===== src/design/upc_pkg.sv =====
// Package for the URL percent codec: byte type, mode codes, character constants
// and the reserved-character and hex-digit helper functions.
// No dependencies.
`default_nettype none

package upc_pkg;

    typedef logic [7:0] byte_t;

    typedef enum logic
    {
        MODE_ENCODE = 1'b0,
        MODE_DECODE = 1'b1
    } mode_t;

    localparam int unsigned ADDR_W   = 3;
    localparam int unsigned DATA_W   = 32;
    localparam logic        REG_MODE = 1'b0;

    localparam byte_t CH_PCT = 8'h25;

    // Lowest and highest first hex digit used by any listed code.
    localparam byte_t CH_D2 = 8'h32;
    localparam byte_t CH_D7 = 8'h37;

    // The 29 characters that are percent-encoded.
    function automatic logic is_reserved(input byte_t b);
        logic hit;
        case (b)
            8'h21, 8'h23, 8'h24, 8'h26, 8'h27, 8'h28, 8'h29, 8'h2A, 8'h2B,
            8'h2C, 8'h2F, 8'h3A, 8'h3B, 8'h3D, 8'h3F, 8'h40, 8'h5B, 8'h5D,
            8'h20, 8'h22, 8'h3C, 8'h3E, 8'h5C, 8'h5E, 8'h60, 8'h7B, 8'h7C,
            8'h7D, 8'h7E: hit = 1'b1;
            default:      hit = 1'b0;
        endcase
        return hit;
    endfunction

    // Uppercase hex digit of a nibble.
    function automatic byte_t hex_digit(input logic [3:0] n);
        byte_t d;
        if (n < 4'd10)
        begin
            d = 8'h30 + {4'h0, n};
        end
        else
        begin
            d = 8'h37 + {4'h0, n};
        end
        return d;
    endfunction

    // Value of an uppercase hex digit: {valid, nibble}.
    function automatic logic [4:0] hex_value(input byte_t c);
        logic [4:0] v;
        if (c >= 8'h30 && c <= 8'h39)
        begin
            v = {1'b1, c[3:0]};
        end
        else if (c >= 8'h41 && c <= 8'h46)
        begin
            v = {1'b1, c[3:0] + 4'd9};
        end
        else
        begin
            v = 5'h00;
        end
        return v;
    endfunction

endpackage

`default_nettype wire


===== src/design/url_percent_codec.sv =====
// URL percent codec. An accepted word is registered in the input register, and its
// results are loaded into the result register once that register is empty or emptying.
// The result register holds up to three bytes and gives one output word per cycle
// while out_ready is high. An encoded reserved character gives three words; bytes of
// a held decode prefix stay in the block until more bytes arrive.
// Reset clears mode to encode and drops held bytes.
// Depends on upc_pkg.
`default_nettype none

module url_percent_codec
(
    input  wire                             clk,
    input  wire                             rst_n,

    input  wire                             psel,
    input  wire                             penable,
    input  wire                             pwrite,
    input  wire  [upc_pkg::ADDR_W-1:0]      paddr,
    input  wire  [upc_pkg::DATA_W-1:0]      pwdata,
    output logic [upc_pkg::DATA_W-1:0]      prdata,
    output logic                            pready,

    input  wire                             in_valid,
    output logic                            in_ready,
    input  wire  [7:0]                      in_byte,
    input  wire                             in_last,

    output logic                            out_valid,
    input  wire                             out_ready,
    output logic [7:0]                      out_byte,
    output logic                            out_last
);

    upc_pkg::mode_t  mode_reg;
    logic            item_valid_reg;
    upc_pkg::byte_t  item_byte_reg;
    logic            item_last_reg;
    upc_pkg::byte_t  held_bytes_reg [0:1];
    logic [1:0]      held_count_reg;
    upc_pkg::byte_t  res_bytes_reg [0:2];
    logic [1:0]      res_count_reg;
    logic            res_last_reg;

    upc_pkg::byte_t  res_bytes_next [0:2];
    logic [1:0]      res_count_next;
    upc_pkg::byte_t  held_bytes_next [0:1];
    logic [1:0]      held_count_next;

    logic            cfg_write;
    logic            process;
    logic            drain;

    upc_pkg::byte_t  win [0:3];
    logic [1:0]      win_len;
    logic [1:0]      pos;
    logic [1:0]      rem;
    logic            done;
    logic [4:0]      hv1;
    logic [4:0]      hv2;
    upc_pkg::byte_t  code_ch;
    logic            full_hit;
    logic            prefix_hit;

    assign pready    = 1'b1;
    assign cfg_write = psel && penable && pwrite && (paddr[2] == upc_pkg::REG_MODE);
    assign prdata    = (paddr[2] == upc_pkg::REG_MODE) ?
                       {{(upc_pkg::DATA_W-1){1'b0}}, mode_reg} : '0;

    assign out_valid = (res_count_reg != 2'd0);
    assign out_byte  = res_bytes_reg[0];
    assign out_last  = res_last_reg && (res_count_reg == 2'd1);
    assign drain     = out_valid && out_ready;

    // Process the held word once the result register is empty or emptying.
    assign process  = item_valid_reg &&
                      ((res_count_reg == 2'd0) || ((res_count_reg == 2'd1) && out_ready));
    assign in_ready = !item_valid_reg || process;

    // Decode window: held prefix followed by the new byte.
    always_comb
    begin
        win[3] = 8'h00;
        case (held_count_reg)
            2'd1:
            begin
                win[0] = held_bytes_reg[0];
                win[1] = item_byte_reg;
                win[2] = 8'h00;
            end
            2'd2:
            begin
                win[0] = held_bytes_reg[0];
                win[1] = held_bytes_reg[1];
                win[2] = item_byte_reg;
            end
            default:
            begin
                win[0] = item_byte_reg;
                win[1] = 8'h00;
                win[2] = 8'h00;
            end
        endcase
        win_len = held_count_reg + 2'd1;
    end

    assign hv1      = upc_pkg::hex_value(win[1]);
    assign hv2      = upc_pkg::hex_value(win[2]);
    assign code_ch  = {hv1[3:0], hv2[3:0]};
    assign full_hit = (win[0] == upc_pkg::CH_PCT) && hv1[4] && hv2[4] &&
                      upc_pkg::is_reserved(code_ch);

    always_comb
    begin
        res_bytes_next[0]  = 8'h00;
        res_bytes_next[1]  = 8'h00;
        res_bytes_next[2]  = 8'h00;
        res_count_next     = 2'd0;
        held_bytes_next[0] = held_bytes_reg[0];
        held_bytes_next[1] = held_bytes_reg[1];
        held_count_next    = 2'd0;
        pos                = 2'd0;
        rem                = 2'd0;
        done               = 1'b0;
        prefix_hit         = 1'b0;

        if (mode_reg == upc_pkg::MODE_ENCODE)
        begin
            if (upc_pkg::is_reserved(item_byte_reg))
            begin
                res_bytes_next[0] = upc_pkg::CH_PCT;
                res_bytes_next[1] = upc_pkg::hex_digit(item_byte_reg[7:4]);
                res_bytes_next[2] = upc_pkg::hex_digit(item_byte_reg[3:0]);
                res_count_next    = 2'd3;
            end
            else
            begin
                res_bytes_next[0] = item_byte_reg;
                res_count_next    = 2'd1;
            end
        end
        else
        begin
            // Greedy scan; every step consumes at least one window byte or holds the rest.
            for (int s = 0; s < 3; s++)
            begin
                if (!done && (pos < win_len))
                begin
                    rem        = win_len - pos;
                    prefix_hit = (rem == 2'd1) ||
                                 ((win[pos + 2'd1] >= upc_pkg::CH_D2) &&
                                  (win[pos + 2'd1] <= upc_pkg::CH_D7));
                    if (win[pos] != upc_pkg::CH_PCT)
                    begin
                        res_bytes_next[res_count_next] = win[pos];
                        res_count_next = res_count_next + 2'd1;
                        pos = pos + 2'd1;
                    end
                    else if (rem == 2'd3)
                    begin
                        if (full_hit)
                        begin
                            res_bytes_next[res_count_next] = code_ch;
                            pos = pos + 2'd3;
                        end
                        else
                        begin
                            res_bytes_next[res_count_next] = upc_pkg::CH_PCT;
                            pos = pos + 2'd1;
                        end
                        res_count_next = res_count_next + 2'd1;
                    end
                    else if (!item_last_reg && prefix_hit)
                    begin
                        // Hold the partial code until more bytes arrive.
                        held_bytes_next[0] = win[pos];
                        held_bytes_next[1] = win[pos + 2'd1];
                        held_count_next    = rem;
                        done               = 1'b1;
                    end
                    else
                    begin
                        res_bytes_next[res_count_next] = upc_pkg::CH_PCT;
                        res_count_next = res_count_next + 2'd1;
                        pos = pos + 2'd1;
                    end
                end
            end
        end
    end

    always_ff @(posedge clk or negedge rst_n)
    begin
        if (!rst_n)
        begin
            mode_reg          <= upc_pkg::MODE_ENCODE;
            item_valid_reg    <= 1'b0;
            held_count_reg    <= 2'd0;
            held_bytes_reg[0] <= 8'h00;
            held_bytes_reg[1] <= 8'h00;
            res_count_reg     <= 2'd0;
        end
        else
        begin
            if (in_valid && in_ready)
            begin
                item_valid_reg <= 1'b1;
            end
            else if (process)
            begin
                item_valid_reg <= 1'b0;
            end

            if (cfg_write)
            begin
                mode_reg       <= upc_pkg::mode_t'(pwdata[0]);
                held_count_reg <= 2'd0;
            end
            else if (process)
            begin
                held_count_reg    <= held_count_next;
                held_bytes_reg[0] <= held_bytes_next[0];
                held_bytes_reg[1] <= held_bytes_next[1];
            end

            if (process)
            begin
                res_count_reg <= res_count_next;
            end
            else if (drain)
            begin
                res_count_reg <= res_count_reg - 2'd1;
            end
        end
    end

    always_ff @(posedge clk)
    begin
        if (in_valid && in_ready)
        begin
            item_byte_reg <= in_byte;
            item_last_reg <= in_last;
        end

        if (process)
        begin
            res_bytes_reg[0] <= res_bytes_next[0];
            res_bytes_reg[1] <= res_bytes_next[1];
            res_bytes_reg[2] <= res_bytes_next[2];
            res_last_reg     <= item_last_reg;
        end
        else if (drain)
        begin
            // Advance the next byte to the head.
            res_bytes_reg[0] <= res_bytes_reg[1];
            res_bytes_reg[1] <= res_bytes_reg[2];
        end
    end

endmodule

`default_nettype wire


===== config.mk =====
export PLATFORM = sky130hd
export DESIGN_NAME = url_percent_codec
export DESIGN_NICKNAME = d
export VERILOG_FILES = /design/src/design/upc_pkg.sv /design/src/design/url_percent_codec.sv
export SDC_FILE = /design/constraint.sdc
export NUM_CORES = 1
export LEC_CHECK = 0
export ABC_AREA = 1
export ABC_CLOCK_PERIOD_IN_PS = 6800
export BUFFER_PORTS_ARGS = -buffer_cell sky130_fd_sc_hd__buf_2
export CELL_PAD_IN_SITES_DETAIL_PLACEMENT = 1
export CELL_PAD_IN_SITES_GLOBAL_PLACEMENT = 2
export CORE_MARGIN = 1.5
export CORE_UTILIZATION = 29
export DETAILED_ROUTE_END_ITERATION = 12
export PLACE_DENSITY_LB_ADDON = 0.1
export SLEW_MARGIN = 25
export SYNTH_ARGS = -nofsm -noshare
export SYNTH_HDL_FRONTEND = slang
export SYNTH_SLANG_ARGS = --single-unit

===== constraint.sdc =====
create_clock -name clk -period 6.8 [get_ports clk]
set_input_delay 1.36 -clock clk [delete_from_list [all_inputs] [get_ports clk]]
set_output_delay 1.36 -clock clk [all_outputs]
set_load 0.02 [all_outputs]

==> impl_metrics.tcl <==
set metrics [dict create \
    syn-instance-count 1153 \
    cts_num_sinks 57 \
    final.min_clock_period_ns 6.23 \
    vdd.ir_drop.worst_mv 0.163 \
    p_int_mw 1.36 \
    area_delta_synth_final_pct 15.3 \
    grt_overflow_total 0 \
    worst_slew_margin_rel_pct 39.6 \
    dieArea_sq_um 25800 \
    nets 1292 \
    synth.yosys.seq_area_share_pct 22.1 \
    postSynthRegisterBits 57 \
    cp-startpoint "held_count_reg[1]" \
    largest_register_ff_count 24 \
    final-instance-count-excl-fill 1539 \
    finalMaxSlewViolations 0 \
    critPathRequiredTime_ns 7.03 \
    worst_pin_slew_ns 0.903 \
    fillers 3206 \
    numPortBuffers 29 \
    synth_async_reset_ratio_pct 38.6 \
    fraction_of_power_spent_switching_nets_pct 49.4 \
    die_width_um 160 \
    clkPwrFrac_pct 18.5 \
    grt_util_all_layers_pct 24.3 \
    detailedRoute.firstPassIterationCount 5 \
    clkLatencyLatePin_ns 0.34 \
    synth-edff-count 34 \
    cts_buffers 9 \
    route.detailed.vias_per_inst 5.10 \
    post_synth.cell_area_avg_sq_um 6.24 \
    number_of_warnings_reported_in_the_yosys_synthesis_log 0 \
    setup_viol 0 \
    hp-class "reg -> reg" \
    cap_viol_max_count 0 \
    layout.area.seq_sq_um 1590 \
    fmax_mhz 161 \
    multi_input_comb_area_sq_um 4680 \
    clock-root-buffer "sky130_fd_sc_hd__clkbuf_16" \
    place.gp.congestion 0.889 \
    path_class "reg -> reg" \
    skew_ns 0.00858 \
    vias 7843 \
    cp-start-kind "flip-flop" \
    setup.worst_path.end_class "flip-flop" \
    clkSlewWorstSetupHoldPaths_ns 0.06 \
    pre_cts_slack_ns 0.213 \
    yosys_most_used_dff "sky130_fd_sc_hd__edfxtp_1" \
    layout-drive-gt1-share_pct 17.1 \
    finalPower_mw 2.70 \
    ioPinCount 95 \
    cts_tree "done" \
    final.setup.tns_ns 0 \
    grt_pass1_vias 7608 \
    max_stage_delay_ns 0.47 \
    leakage_nw 3.84 \
    status "complete, no violations" \
    drc 0 \
    r2r_start "held_count_reg[1]" \
    std_cell_rows 57 \
    route.antenna.remaining_nets 0 \
    critPathArrivalTime_ns 6.46 \
    finalCritPeriodShare_pct 91.6 \
    fp.dieH_um 160 \
    crit_path_max_fanout 12 \
    h-tree-depth 3 \
    numPlacedInstances 1521 \
    grt_first_pass_wirelength_mm 47.3 \
    totalWireLength_mm 30.8 \
    pwr-share-comb_pct 59.6 \
    worst_hold_startpoint "res_count_reg[1]" \
    clock_tree.buffer_depth 2 \
    yosysUniqueCellTypes 53 \
    crit_path_top_delay_cell "sky130_fd_sc_hd__fa_1" \
    rsz0062_at_grt "false" \
    post_drt_wl_per_cell_um 20.0 \
    pin_count_of_the_biggest_net_entering_global_routing 29 \
    start_util_pct 29.6 \
    pwr-share-seq_pct 21.9 \
    crit_top_cell "sky130_fd_sc_hd__nand2_1" \
    hpwlAfterDp_mm 24.8 \
    timing_hold_violations_final 0 \
    power_density_nw_per_um2 325 \
    drt-initial-drc-count 402 \
    syn-cell-area_sq_um 7190 \
    antenna_violations_before_repair 1 \
    ff2ff_setup_slack_ns 0.57 \
    finalWorstSetupSlack_ns 0.570 \
    design.core.area_sq_um 24300 \
    power.switching_mw 1.33 \
]
==> stage by stage <==
stage          instance area, sq um  hold slack (ns)  utilization [%]
6_report                       8290            0.503             34.1
2_1_floorplan                  7300            0.449                -
4_1_cts                        8190            0.507             33.7
3_3_place_gp                   7860            0.470             32.3
5_1_grt                        8290            0.543             34.1
3_5_place_dp                   7860            0.491             32.3
==> power by group through the flow <==
stage                     registers [mW]  logic [mW]  clock network, mW
after floorplan                    0.571        1.05                  0
after global placement             0.593        1.55                  0
after detailed placement           0.598        1.55                  0
after CTS                          0.591        1.56              0.512
after global routing               0.603        1.78              0.526
final                              0.590        1.61              0.499
==> final timing paths <==
check | endpoint | cells past startpoint
worst max-delay path | res_count_reg[1] | 41
worst min-delay path | res_count_reg[1] | 2
worst max register to register | res_count_reg[1] | 41
worst min register to register | res_count_reg[1] | 2
max in group asynchronous | held_bytes_reg[10] | 1
min in group asynchronous | item_valid_reg | 1
==> placed cells by master, fill, tap and decap left out, types with 7 or more instances in the layout <==
cell / count
sky130_fd_sc_hd__a21oi_1: 81
sky130_fd_sc_hd__inv_1: 116
sky130_fd_sc_hd__nand4_1: 15
sky130_fd_sc_hd__buf_4: 66
sky130_fd_sc_hd__dfrtp_1: 22
sky130_fd_sc_hd__edfxtp_1: 34
sky130_fd_sc_hd__nor3_1: 7
sky130_fd_sc_hd__a31oi_1: 13
sky130_fd_sc_hd__clkbuf_16: 9
sky130_fd_sc_hd__o211ai_1: 13
sky130_fd_sc_hd__nand2_1: 300
sky130_fd_sc_hd__inv_2: 15
sky130_fd_sc_hd__ha_1: 28
sky130_fd_sc_hd__nor2_1: 104
sky130_fd_sc_hd__conb_1: 32
sky130_fd_sc_hd__buf_2: 29
sky130_fd_sc_hd__o21ai_0: 86
sky130_fd_sc_hd__o21ai_1: 23
sky130_fd_sc_hd__nand3_1: 93
sky130_fd_sc_hd__nand2_2: 26
sky130_fd_sc_hd__nor2_2: 10
sky130_fd_sc_hd__o22ai_1: 8
==> synth_stat cells, drive strengths merged (7+ instances only) <==
master	count	area, sq um
o21ai	109	546
o22ai	12	100
nand4	17	128
a21oi	84	432
inv	133	499
o211ai	14	110
nor2	120	526
nor3	7	35.0
nand3	98	523
buf	69	527
edfxtp	34	1020
clkbuf	17	63.8
a31oi	13	81.3
nand2	332	1310
ha	30	375
dfrtp	22	551
==> logic make-up (layout without fill, tap and decap cells) <==
logic type               after synthesis  after routing  share of synthesized area, %
XOR/XNOR                               3              3                         0.365
AO/OA/AOI/OAI                        249            249                          19.7
flip-flops                            57             57                          22.1
buffers and inverters                223            254                          15.4
other                                  2             33                         0.104
AND/OR/NAND/NOR                      587            587                          36.5
adder cells (fa/ha/maj)               32             32                          5.78
==> metal layers <==
metal | wire length [um] | share of wire (%) | track usage, % | vias up
li1 | - | - | - | 3862
met1 | 15100 | 49 | 35.7 | 3748
met2 | 13400 | 43 | 36.5 | 200
met3 | 1390 | 4.5 | 3.05 | 33
met4 | 899 | 2.9 | 8.28 | 0
met5 | 0 | 0 | 0 | -
==> critical path, delay by kind of cell (launching register included) <==
family	cells	cell delay, ns
AO/OA/AOI/OAI	1	0.21
adder cells (fa/ha/maj)	3	0.84
buffers and inverters	7	0.92
flip-flops	1	0.41
AND/OR/NAND/NOR	30	3.74
==> final cells by class <==
type,instances,share of cell area (%)
diodes,1,0.0302
clock buffers,9,2.72
clock inverters,7,1.24
inverters,137,6.32
multi-input cells,903,56.4
flip-flops and latches,57,19.2
well taps,324,4.89
repair buffers,101,9.17
==> repair_timing <==
item                       4_1_cts  5_1_grt
hold buffers                     0        0
resized for setup                0       27
setup endpoints to repair        0       43
buffers inserted                 0        1
Power figures use the tool's default switching activity.
